--- config.mk ---
export PLATFORM = sky130hd
export DESIGN_NAME = tsls_lane
export DESIGN_NICKNAME = d
export VERILOG_FILES = /design/src/sv/tsls_pkg.sv /design/src/sv/tsls_lane.sv
export SDC_FILE = /design/constraint.sdc
export NUM_CORES = 1
export LEC_CHECK = 0
export BUFFER_PORTS_ARGS = -buffer_cell sky130_fd_sc_hd__buf_2
export CAP_MARGIN = 10
export CORE_UTILIZATION = 55
export DETAILED_ROUTE_END_ITERATION = 8
export GPL_ROUTABILITY_DRIVEN = 0
export PLACE_DENSITY = 0.86
export SLEW_MARGIN = 30
export SYNTH_ARGS = -nofsm -noshare
export SYNTH_HDL_FRONTEND = slang
export SYNTH_SLANG_ARGS = --single-unit
--- constraint.sdc ---
create_clock -name clk_i -period 9.15 [get_ports clk_i]
set_input_delay 1.83 -clock clk_i [delete_from_list [all_inputs] [get_ports clk_i]]
set_output_delay 1.83 -clock clk_i [all_outputs]
set_load 0.01 [all_outputs]
--- src/sv/tsls_pkg.sv ---
// Package for the split loss scan: widths, state types and the lane result type.
// Used by tsls_lane, tsls_merge and tree_split_loss_scan; depends on nothing.
package tsls_pkg;

  localparam int WEIGHT_W = 24;
  localparam int SUM_W    = 40;
  localparam int BASIS_W  = 16;
  localparam int OBSW_W   = 8;
  localparam int POS_W    = 16;
  localparam int LOSS_W   = 64;
  localparam int MAG_W    = 41;
  localparam int PROD_W   = 82;
  localparam int CNT_W    = 7;
  localparam int CFG_W    = 40;

  localparam int REG_MIN_LEAF = 0;
  localparam int REG_NODE_W   = 1;
  localparam int REG_SUM_BASE = 2;

  typedef enum logic [2:0] {
    ST_IDLE,
    ST_EVAL,
    ST_LANES,
    ST_MERGE,
    ST_OUT
  } scan_state_e;

  typedef enum logic [1:0] {
    LN_IDLE,
    LN_MUL,
    LN_DIV
  } lane_state_e;

  typedef struct packed {
    logic              done;
    logic [LOSS_W-1:0] term;
  } lane_res_t;

endpackage

--- src/sv/tsls_lane.sv ---
// One lane: squares a magnitude by shift and add, then divides it by a side weight.
// The quotient saturates at 2^63. Depends on tsls_pkg.
module tsls_lane import tsls_pkg::*; (
  input  logic                clk_i,
  input  logic                rst_ni,
  input  logic                start_i,
  input  logic [MAG_W-1:0]    mag_i,
  input  logic [WEIGHT_W-1:0] div_i,
  output lane_res_t           res_o
);

  lane_state_e         state_q, state_d;
  logic [CNT_W-1:0]    cnt_q;
  logic [PROD_W-1:0]   prod_q;
  logic [PROD_W-1:0]   mcand_q;
  logic [MAG_W-1:0]    mplier_q;
  logic [WEIGHT_W-1:0] div_q;
  logic [WEIGHT_W-1:0] rem_q;
  logic                done_q;
  logic [WEIGHT_W:0]   rem_sh;
  logic                ge;

  localparam logic [CNT_W-1:0] MulLast = CNT_W'(MAG_W - 1);
  localparam logic [CNT_W-1:0] DivLast = CNT_W'(PROD_W - 1);

  assign rem_sh = {rem_q, prod_q[PROD_W-1]};
  assign ge     = rem_sh >= {1'b0, div_q};

  always_comb begin
    state_d = state_q;
    unique case (state_q)
      LN_IDLE: if (start_i) state_d = LN_MUL;
      LN_MUL:  if (cnt_q == MulLast) state_d = LN_DIV;
      LN_DIV:  if (cnt_q == DivLast) state_d = LN_IDLE;
      default: state_d = LN_IDLE;
    endcase
  end

  always_ff @(posedge clk_i or negedge rst_ni) begin
    if (!rst_ni) begin
      state_q <= LN_IDLE;
      done_q  <= 1'b0;
      cnt_q   <= '0;
    end else begin
      state_q <= state_d;
      done_q  <= (state_q == LN_DIV) && (cnt_q == DivLast);
      if (state_q != state_d) cnt_q <= '0;
      else if (state_q != LN_IDLE) cnt_q <= cnt_q + CNT_W'(1);
    end
  end

  always_ff @(posedge clk_i) begin
    unique case (state_q)
      LN_IDLE: begin
        if (start_i) begin
          mcand_q  <= PROD_W'(mag_i);
          mplier_q <= mag_i;
          prod_q   <= '0;
          div_q    <= div_i;
        end
      end
      LN_MUL: begin
        if (mplier_q[0]) prod_q <= prod_q + mcand_q;
        mcand_q  <= {mcand_q[PROD_W-2:0], 1'b0};
        mplier_q <= {1'b0, mplier_q[MAG_W-1:1]};
        rem_q    <= '0;
      end
      LN_DIV: begin
        if (ge) rem_q <= WEIGHT_W'(rem_sh - {1'b0, div_q});
        else    rem_q <= rem_sh[WEIGHT_W-1:0];
        prod_q <= {prod_q[PROD_W-2:0], ge};
      end
      default: ;
    endcase
  end

  assign res_o.done = done_q;
  assign res_o.term = (|prod_q[PROD_W-1:LOSS_W-1]) ? {1'b1, {(LOSS_W-1){1'b0}}}
                                                   : {1'b0, prod_q[LOSS_W-2:0]};

endmodule

==> impl_metrics.py <==
metrics = {
    "status": {
        "outcome": "complete, no violations",
    },
    "worst_setup_path": {
        "r2r-end": "prod_q[74]",
        "path_class": "flip-flop to output pin",
        "cpPeakStageDelay_ns": 0.46,
        "worstSetupStartpointType": "flip-flop",
        "worst_r2r_path_depth": 11,
        "startpoint": "prod_q[69]",
        "cp-endpoint": "res_o[1]",
        "critPathRequiredTime_ns": 7.32,
        "cp_max_fo": 38,
        "r2r_slack_ns": 5.12,
        "slowest_stage": "edfxtp_1",
        "crit_chain": "nor4_1 > nand4_1 > nor4_2 > buf_4 > and2_1 > buf_2",
        "timing.rr.start": "prod_q[0]",
        "endpoint_kind": "output pin",
        "arrival_ns": 2.65,
    },
    "synthesis": {
        "synth_warnings": 0,
        "yosysTopAreaCell": "edfxtp_1",
        "synth_ff_type": "edfxtp_1",
        "synth-seq-cells": 263,
        "synth_top_area_share_pct": 42.7,
        "netlist_instances": 1891,
        "syn_area_um2": 17800,
        "synth_seq_area_share_pct": 44.1,
        "syn_nets": 2073,
        "syn_avg_cell_area_um2": 9.40,
        "synth_edf_count": 253,
        "async_flop_share_pct": 3.80,
        "synth_cell_types": 79,
        "synth.most_common_cell": "nand2_1",
        "synth_area_leaders": "edfxtp_1 (43%), ha_1 (7.9%), nand2_1 (6.2%)",
        "synth_commonest_cells": "nand2_1 (292), edfxtp_1 (253), a21oi_1 (145), and2_1 (115), ha_1 (112)",
    },
    "routing": {
        "dr.pass1.iters": 6,
        "routed_wl_um": 43800,
        "drtIter0Drc": 1293,
        "dr_total_vias": 14924,
        "via_per_inst": 6.25,
        "wl_per_cell_um": 18.4,
        "drc": 0,
        "ant_nets": 0,
    },
    "pwr": {
        "vdd_drop_max_uv": 148,
        "p_leak_nw": 8.42,
        "p_per_area_nw_per_um2": 129,
        "fin_total_pwr_mw": 2.55,
    },
    "place": {
        "dpl.cell_count": 2333,
        "dp_hpwl_um": 30400,
        "io_buffers": 132,
    },
    "timing": {
        "rsz0062_at_grt": "false",
        "slew_violations": 0,
        "slew_headroom_pct": 41.6,
        "hold_viol": 0,
        "tns_ns": 0,
        "worst_slew_pin_slew_ns": 0.877,
        "fin_crit_sh_pct": 49.0,
        "post-route-min-period_ns": 4.48,
        "whs_ns": 0.509,
        "clock.fmax_ghz": 0.223,
        "finClkSkew_ns": 0.0317,
        "setup_violations": 0,
    },
    "global_routing": {
        "grt_pass1_vias": 14455,
        "grt_first_pass_wirelength_um": 71100,
        "grt_use_total_pct": 26.1,
        "grt_max_degree": 102,
        "antenna_found_initial": 0,
        "overflow": 0,
    },
    "die": {
        "core_um2": 31700,
        "initial_core_util_pct": 56.1,
        "die_w_um": 182,
        "io_pins": 133,
        "dieArea_um2": 33100,
        "die_height_um": 182,
        "num_rows": 65,
    },
    "clocking": {
        "clockBufferDepth": 3,
        "hold_buffers": 0,
        "post_cts_buffers": 0,
        "cts_root_buffer": "clkbuf_16",
        "path_clk_slew_ns": 0.06,
        "cts.repair.resized": 0,
        "h-tree-depth": 1,
        "clock_sinks": 263,
        "clk_latency_ns": 0.58,
        "cts_tree": "built",
        "cts_made_buffers": 29,
    },
    "run": {
        "max-cap-violations": 0,
    },
    "final_layout": {
        "fill_cells": 2563,
        "drive_above_1_share_pct": 11.2,
        "final_cells": 2386,
        "syn2layout_area_growth_pct": 10.6,
        "layout.nets": 2145,
        "antennaDiodeCount": 0,
        "fin_util_pct": 62.0,
    },
    "min_path": {
        "holdCritStartpoint": "mplier_q[27]",
        "min-delay-path-class": "flip-flop to flip-flop",
    },
}
## cells in the final DEF (no fill, tap or decap), types with 45 or more instances in the layout
master    Yosys  final
nand3_1      47     47
buf_2         4    132
edfxtp_1    253    253
nand2_1     292    292
xnor2_1      48     48
a21oi_1     145    145
and2_1      115    113
inv_1        64     64
a21o_1       57     57
o21ai_0     107    107
nor2_1       73     73
nand2b_1     45     45
ha_1        112    110
## how the worst min path moves through the flow
stage | end | slack [ns] | cells past startpoint
after CTS | mplier_q[26] | 0.52 | 2
after detailed placement | mplier_q[28] | 0.51 | 2
after global routing | mplier_q[28] | 0.54 | 2
after global placement | mplier_q[8] | 0.50 | 2
after floorplan | mplier_q[10] | 0.49 | 2
final | mplier_q[26] | 0.51 | 2
## report_power, final
group / switching [mW] / total [mW] / leakage [nW] / internal (mW)
logic: 0.0148 / 0.0299 / 5.10 / 0.0151
registers: 0 / 1.31 / 2.86 / 1.31
clock network: 0.494 / 1.21 / 0.469 / 0.716
## critical path, delay by kind of cell, from the launching register on
kind,cells,cell delay (ns)
flip-flops,1,0.46
buffers and inverters,2,0.54
AND/OR/NAND/NOR,4,1.09
## state kept, by name, summed over array words and instances (netlist names)
register  flops
mplier_q     41
prod_q       82
state_q       2
mcand_q      82
div_q        24
cnt_q         7
done_q        1
rem_q        24
## cell families after synthesis
family          synth area share, %
buf+inv                        3.55
fa+ha+maj                      8.10
xor+xnor                       3.84
mux                           0.232
compound gates                 19.3
simple gates                   20.8
flops                          44.1
## per-stage QoR
step | setup WS, ns | cell area [um^2]
after floorplan | 1.08 | 17800
after global placement | 5.37 | 18700
after detailed placement | 5.26 | 18700
after CTS | 4.66 | 19600
after global routing | 4.53 | 19700
final | 4.67 | 19700
## per-layer routing
layer	GRT usage, %	vias to the layer above	wire (um)
li1	-	7061	-
met1	33.7	7041	18000
met5	0	-	0
met4	10.3	0	1620
met2	44.5	687	20900
met3	3.45	135	3310
## final cells by class
cell class | count | area (um^2) | share of cell area [%]
clock buffers | 32 | 737 | 3.75
clock inverters | 20 | 226 | 1.15
inverters | 64 | 240 | 1.22
multi-input cells | 1462 | 9340 | 47.5
flip-flops and latches | 263 | 7850 | 39.9
well taps | 402 | 503 | 2.56
repair buffers | 143 | 771 | 3.92
Note: power is estimated with default switching activity, not from simulation.
