**src/sv/tsls_pkg.sv**
```systemverilog
// Package for the split loss scan: widths, state types and the lane result type.
// Used by tsls_lane, tsls_merge and tree_split_loss_scan; depends on nothing.
package tsls_pkg;

  localparam int WEIGHT_W = 24;
  localparam int SUM_W    = 40;
  localparam int BASIS_W  = 16;
  localparam int OBSW_W   = 8;
  localparam int POS_W    = 16;
  localparam int LOSS_W   = 64;
  localparam int MAG_W    = 41;
  localparam int PROD_W   = 82;
  localparam int CNT_W    = 7;
  localparam int CFG_W    = 40;

  localparam int REG_MIN_LEAF = 0;
  localparam int REG_NODE_W   = 1;
  localparam int REG_SUM_BASE = 2;

  typedef enum logic [2:0] {
    ST_IDLE,
    ST_EVAL,
    ST_LANES,
    ST_MERGE,
    ST_OUT
  } scan_state_e;

  typedef enum logic [1:0] {
    LN_IDLE,
    LN_MUL,
    LN_DIV
  } lane_state_e;

  typedef struct packed {
    logic              done;
    logic [LOSS_W-1:0] term;
  } lane_res_t;

endpackage

```
**src/sv/tsls_merge.sv**
```systemverilog
// Merging stage: adds the lane terms one per cycle and forms the negated loss.
// A total of 2^63 or more gives the most negative loss. Depends on tsls_pkg.
module tsls_merge import tsls_pkg::*; #(
  parameter int NUM_TERMS = 8
) (
  input  logic                     clk_i,
  input  logic                     rst_ni,
  input  logic                     start_i,
  input  logic [LOSS_W-1:0]        terms_i [NUM_TERMS],
  output logic                     done_o,
  output logic signed [LOSS_W-1:0] loss_o
);

  localparam int IDX_W = $clog2(NUM_TERMS);
  localparam int ACC_W = LOSS_W + IDX_W + 1;
  localparam logic [IDX_W-1:0] IdxLast = IDX_W'(NUM_TERMS - 1);

  logic             busy_q;
  logic             done_q;
  logic [IDX_W-1:0] idx_q;
  logic [ACC_W-1:0] acc_q;

  always_ff @(posedge clk_i or negedge rst_ni) begin
    if (!rst_ni) begin
      busy_q <= 1'b0;
      done_q <= 1'b0;
      idx_q  <= '0;
    end else begin
      done_q <= busy_q && (idx_q == IdxLast);
      if (start_i) begin
        busy_q <= 1'b1;
        idx_q  <= '0;
      end else if (busy_q) begin
        idx_q <= idx_q + IDX_W'(1);
        if (idx_q == IdxLast) busy_q <= 1'b0;
      end
    end
  end

  always_ff @(posedge clk_i) begin
    if (start_i) acc_q <= '0;
    else if (busy_q) acc_q <= acc_q + ACC_W'(terms_i[idx_q]);
  end

  assign done_o = done_q;
  assign loss_o = (|acc_q[ACC_W-1:LOSS_W-1]) ? {1'b1, {(LOSS_W-1){1'b0}}}
                                             : LOSS_W'(0) - acc_q[LOSS_W-1:0];

endmodule

```
**config.mk**
```make
export PLATFORM = sky130hd
export DESIGN_NAME = tsls_merge
export DESIGN_NICKNAME = d
export VERILOG_FILES = /design/src/sv/tsls_pkg.sv /design/src/sv/tsls_merge.sv
export SDC_FILE = /design/constraint.sdc
export NUM_CORES = 1
export LEC_CHECK = 0
export ABC_AREA = 1
export BUFFER_PORTS_ARGS = -buffer_cell sky130_fd_sc_hd__buf_4
export CORE_MARGIN = 5
export CORE_UTILIZATION = 25
export CTS_BUF_LIST = sky130_fd_sc_hd__clkbuf_4
export DETAILED_ROUTE_END_ITERATION = 16
export SLEW_MARGIN = 20
export SYNTH_ARGS = -nofsm -noshare
export SYNTH_HDL_FRONTEND = slang
export SYNTH_SLANG_ARGS = --single-unit
```
**constraint.sdc**
```tcl
create_clock -name clk_i -period 4.9 [get_ports clk_i]
set_input_delay 0.98 -clock clk_i [delete_from_list [all_inputs] [get_ports clk_i]]
set_output_delay 0.98 -clock clk_i [all_outputs]
set_load 0.03 [all_outputs]
```
==> results of run 1 <==
area by class of cell:
class	instances	area, µm²
clock buffers	9	67.56
inverters	400	1515
multi-input cells	2288	10910
well taps	765	957.2
repair buffers	607	4644
clock inverters	7	70.07
fillers	6679	37700
flip-flops and latches	73	1494
diodes	3	7.507
layer usage:
layer	wire, µm	global-route usage, %
met1	35550	32.11
met2	43910	48.18
met3	6086	4.095
met4	3609	9.125
met5	74	0
how the worst max path moves through the flow:
stage,end,slack [ns]
global route,acc_q[56],0.25
floorplan,acc_q[48],1.85
finish,acc_q[56],0.57
detailed placement,acc_q[48],0.72
global placement,acc_q[48],0.69
CTS,acc_q[48],0.68
sequential cells by signal, indices dropped and copies added (netlist names):
name and count:
busy_q 1, done_o 1, acc_q 68, idx_q 3
critical path, delay by kind of cell (launching register included):
| kind | cells | cell delay [ns] |
|---|---|---|
| buffers and inverters | 4 | 0.98 |
| AND/OR/NAND/NOR | 11 | 1.75 |
| flip-flops | 1 | 0.65 |
| AO/OA/AOI/OAI | 2 | 0.41 |
| adder cells (fa/ha/maj) | 1 | 0.39 |
power by group through the flow:
stage | sequential (mW) | clock [mW] | combinational, mW
after floorplan | 1.04 | 0 | 5.62
after global placement | 1.34 | 0 | 8.78
after detailed placement | 1.33 | 0 | 8.76
after CTS | 1.32 | 0.441 | 8.80
after global routing | 1.33 | 0.462 | 9.66
final | 1.32 | 0.439 | 8.82
metrics by stage:
step / hold WS (ns) / power (mW) / worst slack, ns / instance area, µm²
global placement: 0.5433 / 10.12 / 0.6914 / 19520
finish: 0.2709 / 10.58 / 0.5677 / 19660
floorplan: 0.4748 / 6.654 / 1.850 / 14380
CTS: 0.2659 / 10.56 / 0.6848 / 19660
detailed placement: 0.5371 / 10.10 / 0.7176 / 19520
global route: 0.2521 / 11.45 / 0.2539 / 19660
cells in the mapped netlist, types with 2 or more instances:
library cell | instances | area [µm²]
dfrtp_1 | 5 | 125.1
nor3_1 | 38 | 190.2
o21bai_1 | 13 | 97.59
ha_1 | 67 | 838.3
nor2_2 | 6 | 37.54
o32ai_1 | 2 | 17.52
a21oi_1 | 156 | 780.8
nand4_1 | 25 | 156.4
nor2_1 | 698 | 2620
buf_1 | 12 | 45.04
nor3_2 | 2 | 20.02
a31oi_1 | 65 | 406.6
nor3_4 | 2 | 32.53
dfxtp_1 | 68 | 1361
nor4_1 | 15 | 93.84
clkbuf_1 | 95 | 356.6
inv_1 | 395 | 1483
or2_2 | 4 | 25.02
a32o_1 | 3 | 30.03
o21ai_1 | 3 | 15.01
nor2_4 | 4 | 45.04
nand2_2 | 3 | 18.77
nand2_1 | 598 | 2245
o21ai_0 | 339 | 1697
xor2_1 | 36 | 315.3
o22ai_1 | 71 | 444.2
nand3_1 | 115 | 575.6
buf_2 | 15 | 75.07
xnor2_1 | 12 | 105.1
clkinv_1 | 3 | 11.26
nand2_4 | 2 | 22.52
a21boi_0 | 3 | 22.52
cell families after synthesis:
group	Yosys count
xor gates and xnor gates	48
adders and majority gates	68
buffers and inverters	523
DFF	73
AOI/OAI and AO/OA	657
and+or+nand+nor	1515
==> load_flow_metrics.sql, run 1 <==
INSERT INTO impl_metrics (metric_group, metric, value, unit) VALUES
('synth', 'synthesis.area_per_instance', '4.986', 'µm²'),
('clock_network', 'ctsLongestPathBuffers', '2', ''),
('pwr', 'intPower', '3.845', 'mW'),
('synth', 'muxShareOfSynthArea', '0', '%'),
('floorplan', 'core_area', '0.05737', 'mm²'),
('sta', 'timing.final.crit_share', '88.41', '%'),
('synth', 'post_syn_instances', '2884', ''),
('detailed_routing', 'via_per_inst', '5.003', ''),
('critical_path', 'crit-reg2reg-capture', 'acc_q[56]', ''),
('critical_path', 'critPathArrivalTime', '4.72', 'ns'),
('critical_path', 'crit-reg2reg-launch', 'idx_q[0]', ''),
('finish', 'post_route_cells_drive_above_1_share', '19.27', '%'),
('synth', 'synth_area_in_compound_gates', '24.52', '%'),
('synth', 'synth_adder_area_share', '5.969', '%'),
('clock_network', 'cts_htree_levels', '3', ''),
('clock_network', 'clock_sinks', '73', ''),
('placed_design', 'hpwlAfterDp', '76080', 'µm'),
('critical_path', 'worst_setup_path_end_kind', 'flop', ''),
('finish', 'layoutNonFillerInstCount', '4152', ''),
('finish', 'layout.core_utilization', '34.28', '%'),
('critical_path', 'crit_path_start', 'idx_q[0]', ''),
('synth', 'main_flop_type_after_synthesis', 'dfxtp_1', ''),
('critical_path', 'crit_path_top_delay_cell', 'dfrtp_4', ''),
('critical_path', 'reg2reg_depth', '18', ''),
('finish', 'areaGrowthSynthToFinish', '36.74', '%'),
('floorplan', 'die_w', '249.8', 'µm'),
('floorplan', 'die_h', '249.8', 'µm'),
('pwr', 'p_sw', '6.731', 'mW'),
('sta', 'final_period_minus_worst_setup_slack', '4.332', 'ns'),
('critical_path', 'critical-path-max-stage-delay', '0.65', 'ns'),
('finish', 'highest_count_cells_in_the_layout_ignoring_fill_and_taps', 'nor2_1 (698), buf_4 (600), nand2_1 (598)', ''),
('pwr', 'p_leak', '10.34', 'nW'),
('min_path', 'min_path_type', 'in2async', ''),
('critical_path', 'startpoint_type', 'flop', ''),
('placed_design', 'numPlacedInstances', '4133', ''),
('floorplan', 'die_outline_area', '0.06242', 'mm²'),
('run', 'maxCapViolations', '0', ''),
('clock_network', 'cts_inserted_buffers', '9', ''),
('clock_network', 'cts-root-buf', 'clkbuf_4', ''),
('floorplan', 'number_of_cell_rows', '88', ''),
('critical_path', 'critPathRequiredTime', '5.29', 'ns'),
('global_routing', 'pin_count_of_the_biggest_net_entering_global_routing', '130', ''),
('sta', 'slew_headroom', '27.41', '%'),
('pwr', 'netSwitchingFraction', '63.64', '%'),
('global_routing', 'grt.total_usage', '26.66', '%'),
('sta', 'worst_slew_pin_slew', '1.089', 'ns'),
('global_routing', 'grt_remaining_overflow', '0', ''),
('synth', 'yosys_warnings', '0', ''),
('clock_network', 'postCtsSetupBuffers', '0', ''),
('floorplan', 'io_pins', '580', ''),
('detailed_routing', 'drt_iter0_drc', '1948', ''),
('clock_network', 'clk_transition_reported_paths', '0.16', 'ns'),
('sta', 'upper_clock_frequency_limit', '230.8', 'MHz'),
('synth', 'yosysSeqAreaShare', '10.34', '%'),
('synth', 'synth_xor_xnor_area_share', '2.924', '%'),
('finish', 'finish.net_count', '3962', ''),
('detailed_routing', 'num_vias', '20773', ''),
('synth', 'synth_simple_gate_area_share', '42.43', '%'),
('synth', 'synth_edf_count', '0', ''),
('critical_path', 'timing_worst_setup_path_type', 'reg2reg', ''),
('synth', 'netlist_area', '0.01438', 'mm²'),
('detailed_routing', 'routed_wire_length_per_instance', '21.49', 'µm'),
('synth', 'combinational_family_with_the_most_area_after_synthesis', 'simple AND/OR/NAND/NOR gates', ''),
('run_status', 'run_status', 'finished clean', ''),
('clock_network', 'cts_repair_resize_count', '0', ''),
('placed_design', 'routabilityCongestion', '0.9941', ''),
('critical_path', 'crit_path_cell_trace', 'inv_8 > buf_4 > nor2_1 > o22ai_1 > nor2_1 > a31oi_1 > ha_1 > nand2_1 > nor2_1 > inv_1 > nor3_1 > nand2_1 > nor3_1 > nand2_1 > nand3_1 > nand3_1 > nand2_1 > inv_1', ''),
('synth', 'async_s_r_ff_share_synth', '6.849', '%'),
('finish', 'layout_commonest_cell', 'nor2_1', ''),
('clock_network', 'cts_hold_buf', '0', ''),
('critical_path', 'critical-path-top-cell-by-count', 'nand2_1', '');
Note: power is estimated with default switching activity, not from simulation.
==> run 2, diff against run 1 <==
- ABC_AREA: 1 -> not set
==> run 2 against run 1 <==
  * Register-to-register slack got worse by 0.33 ns
  * Utilization increased by 2.4 points
  * Critical endpoint is now acc_q[66]
  * Wire length decreased by 43%
  * Sequential power shrank 9%
  * Largest cell class unchanged
  * Area after synthesis decreased by 19%
  * Worst setup slack got worse by 0.33 ns
  * Highest routed layer is now met4
  * Critical path type unchanged
==> load_flow_metrics.sql, run 2 <==
INSERT INTO impl_metrics (metric_group, metric, value, unit) VALUES
('finish', 'post_route_cells_drive_above_1_share', '46.20', '%'),
('finish', 'multiInputGateArea', '0.009798', 'mm²'),
('finish', 'largest_registers', 'acc_q: 68 flops, idx_q: 3 flops', ''),
('critical_path', 'reg2reg_depth', '15', ''),
('detailed_routing', 'routed_wire_length_per_instance', '20.74', 'µm'),
('finish', 'finish.net_count', '2432', ''),
('sta', 'final_period_minus_worst_setup_slack', '4.664', 'ns'),
('sta', 'worst_slew_pin_slew', '1.047', 'ns'),
('sta', 'upper_clock_frequency_limit', '214.4', 'MHz'),
('synth', 'synthesis.area_per_instance', '8.929', 'µm²'),
('finish', 'top_register', 'acc_q', ''),
('synth', 'synth_top_cells_by_area', 'mux4_2 (25%), dfxtp_1 (12%), ha_1 (7.2%)', ''),
('detailed_routing', 'drt-total-wl', '51050', 'µm'),
('critical_path', 'startpoint_type', 'flop', ''),
('pwr', 'max-vdd-ir-drop', '0.1623', 'mV'),
('critical_path', 'critPathRequiredTime', '5.24', 'ns'),
('synth', 'synth_top_area_share', '24.70', '%'),
('clock_network', 'clock_sinks', '73', ''),
('finish', 'areaGrowthSynthToFinish', '45.85', '%'),
('detailed_routing', 'detail_route.first_pass.iterations', '5', ''),
('synth', 'async_s_r_ff_share_synth', '6.849', '%'),
('pwr', 'power.density_cell_area', '484.1', 'mW/mm²'),
('synth', 'yosys_warnings', '0', ''),
('clock_network', 'cts_inserted_buffers', '9', ''),
('clock_network', 'tritoncts', 'yes', ''),
('clock_network', 'cts-root-buf', 'clkbuf_4', ''),
('synth', 'syn_nets', '1890', ''),
('sta', 'timing.final.hold_violations', '0', ''),
('sta', 'timing.final.crit_share', '95.17', '%'),
('critical_path', 'worst_setup_path_endpoint', 'acc_q[66]', ''),
('sta', 'grt_setup_unrepaired', 'no', ''),
('global_routing', 'grt_remaining_overflow', '0', ''),
('finish', 'layout.core_utilization', '36.71', '%'),
('critical_path', 'worst_setup_path_end_kind', 'flop', ''),
('floorplan', 'initial_core_util', '25.17', '%'),
('finish', 'layout_commonest_cell', 'buf_4', ''),
('critical_path', 'timing_worst_setup_path_type', 'reg2reg', ''),
('placed_design', 'detailed_place.area', '0.01683', 'mm²'),
('min_path', 'min_path_type', 'in2async', ''),
('detailed_routing', 'via_per_inst', '5.197', ''),
('run_status', 'run_status', 'finished clean', ''),
('global_routing', 'grt.total_usage', '18.67', '%'),
('sta', 'finalSetupViolations', '0', ''),
('finish', 'largest_register_ff_count', '68', ''),
('global_routing', 'pin_count_of_the_biggest_net_entering_global_routing', '62', ''),
('detailed_routing', 'route.antenna.remaining_nets', '0', ''),
('floorplan', 'number_of_cell_rows', '79', ''),
('detailed_routing', 'detail_route.drc_violations', '0', ''),
('critical_path', 'crit-reg2reg-capture', 'acc_q[66]', ''),
('floorplan', 'io_pins', '580', ''),
('floorplan', 'core_area', '0.04636', 'mm²'),
('finish', 'seqCellArea', '0.001499', 'mm²'),
('clock_network', 'clk_transition_reported_paths', '0.12', 'ns'),
('finish', 'n_fill_cell', '4759', ''),
('global_routing', 'antenna_found_initial', '1', ''),
('placed_design', 'placement.io_buffers', '579', ''),
('sta', 'setup_tns', '0', 'ns'),
('sta', 'finalMaxSlewViolations', '0', ''),
('placed_design', 'numPlacedInstances', '2443', ''),
('pwr', 'total_power', '8.240', 'mW'),
('sta', 'fin_skew', '0.04269', 'ns'),
('critical_path', 'worst-path-max-fanout', '28', ''),
('synth', 'yosysSeqAreaShare', '12.74', '%'),
('synth', 'synth_edf_count', '0', ''),
('finish', 'highest_count_cells_in_the_layout_ignoring_fill_and_taps', 'buf_4 (614), nor2_1 (158), mux4_2 (128)', ''),
('synth', 'main_flop_type_after_synthesis', 'dfxtp_1', ''),
('floorplan', 'die_outline_area', '0.05110', 'mm²'),
('floorplan', 'die_w', '226.1', 'µm'),
('global_routing', 'grt_pass1_wl', '75450', 'µm'),
('detailed_routing', 'num_vias', '12789', ''),
('critical_path', 'crit-reg2reg-launch', 'idx_q[0]', ''),
('run', 'maxCapViolations', '0', ''),
('synth', 'netlist-cell-type-count', '67', ''),
('critical_path', 'crit_path_start', 'idx_q[0]', ''),
('synth', 'synth_most_common_cell', 'nor2_1', ''),
('critical_path', 'critPathArrivalTime', '5.01', 'ns'),
('synth', 'synth_seq_cells', '73', ''),
('detailed_routing', 'drt_iter0_drc', '642', ''),
('sta', 'slew_headroom', '30.18', '%'),
('clock_network', 'cts_htree_levels', '3', ''),
('clock_network', 'ctsLongestPathBuffers', '2', ''),
('clock_network', 'clock_latency', '0.48', 'ns'),
('synth', 'netlist_area', '0.01167', 'mm²'),
('global_routing', 'first_global_vias', '13192', ''),
('synth', 'yosys.area.top_type', 'mux4_2', ''),
('critical_path', 'r2r_setup_slack', '0.24', 'ns'),
('pwr', 'p_leak', '7.732', 'nW'),
('synth', 'post_synth_most_frequent_cells', 'nor2_1 (158), mux4_2 (128), nand2_1 (87)', ''),
('placed_design', 'hpwlAfterDp', '42900', 'µm'),
('synth', 'post_syn_instances', '1307', ''),
('placed_design', 'routabilityCongestion', '0.8895', ''),
('floorplan', 'die_h', '226.1', 'µm'),
('finish', 'finalInstanceArea', '0.01702', 'mm²'),
('finish', 'layoutNonFillerInstCount', '2461', '');
[run 2: cell count changes in the layout (fill, tap and decap cells not counted), moves of 33 or more]
cell     previous run  this run
nand2_1           598        86
mux2i_1             0        36
a21oi_1           156        85
mux4_2              0       128
xnor2_1            12        45
xor2_1             36        69
nor2_1            698       158
mux2_2              0        66
inv_1             392        17
o22ai_1            71         2
o21ai_0           339        68
a21o_1              0        41
a31oi_1            65        13
nand3_1           115        16
[run 2: logic make-up (layout without fill, tap and decap cells)]
| logic type | after synthesis | in the layout | synth area share (%) |
|---|---|---|---|
| other | 0 | 1 | 0 |
| multiplexers | 230 | 230 | 34.16 |
| XOR/XNOR | 114 | 114 | 8.556 |
| adder cells (fa/ha/maj) | 68 | 68 | 7.355 |
| buffers and inverters | 107 | 653 | 3.452 |
| AO/OA/AOI/OAI | 287 | 287 | 15.59 |
| flip-flops | 73 | 73 | 12.74 |
| AND/OR/NAND/NOR | 428 | 428 | 18.15 |
[run 2: worst min-delay path by stage]
stage                     depth (start not counted)         to  slack (ns)
after global routing                              1   idx_q[1]        0.26
after global placement                            2  acc_q[53]        0.50
after detailed placement                          2  acc_q[53]        0.51
after floorplan                                   2  acc_q[51]        0.47
after CTS                                         1   idx_q[1]        0.27
final                                             1   idx_q[1]        0.31
[run 2: what timing repair did]
action | 4_1_cts | 5_1_grt
buffers inserted | 0 | 1
endpoints found under the setup margin | 0 | 7
gates resized for setup | 0 | 6
hold buffers | 0 | 0
[run 2: area by class of cell]
class,count,share of cell area [%]
multi-input combinational,1127,57.57
timing repair buffer,621,28.02
sequential,73,8.807
tap,607,4.462
clock buffer,9,0.3970
inverter,17,0.3749
clock inverter,6,0.3529
antenna,1,0.01470
[run 2: worst max-delay path: stages, from the launching register on]
cell and delay, ns:
dfrtp_4 0.53, buf_16 0.25, buf_4 0.26, mux4_2 0.53, mux2_2 0.30, ha_2 0.47, nand4_1 0.12, nor4_1 0.27
buf_4 0.18, nand2_1 0.05, a211oi_1 0.30, buf_4 0.20, nor4_1 0.07, or3_1 0.40, a31oi_1 0.22, mux2_2 0.36
[run 2: power by group]
| part | total (mW) | internal [mW] | leakage [nW] | switching [mW] |
|---|---|---|---|---|
| Clock | 0.416 | 0.150 | 0.0692 | 0.266 |
| Combinational | 6.63 | 2.81 | 7.04 | 3.82 |
| Sequential | 1.20 | 0.828 | 0.623 | 0.367 |
[run 2: metrics by stage]
step | setup slack (ns) | hold WS [ns]
detailed placement | 0.01145 | 0.5110
global route | 0.01012 | 0.2583
floorplan | 0.3508 | 0.4745
global placement | 0.03379 | 0.4987
finish | 0.2364 | 0.3119
CTS | 0.1011 | 0.2692
[run 2: layer usage]
metal  GRT usage [%]  vias up  share of wire, %
met5               0        -                 0
met4           3.124        0               1.2
met3           2.951       30               6.6
met2           33.46      484                50
met1           24.11     6190                42
li1                -     6085                 -
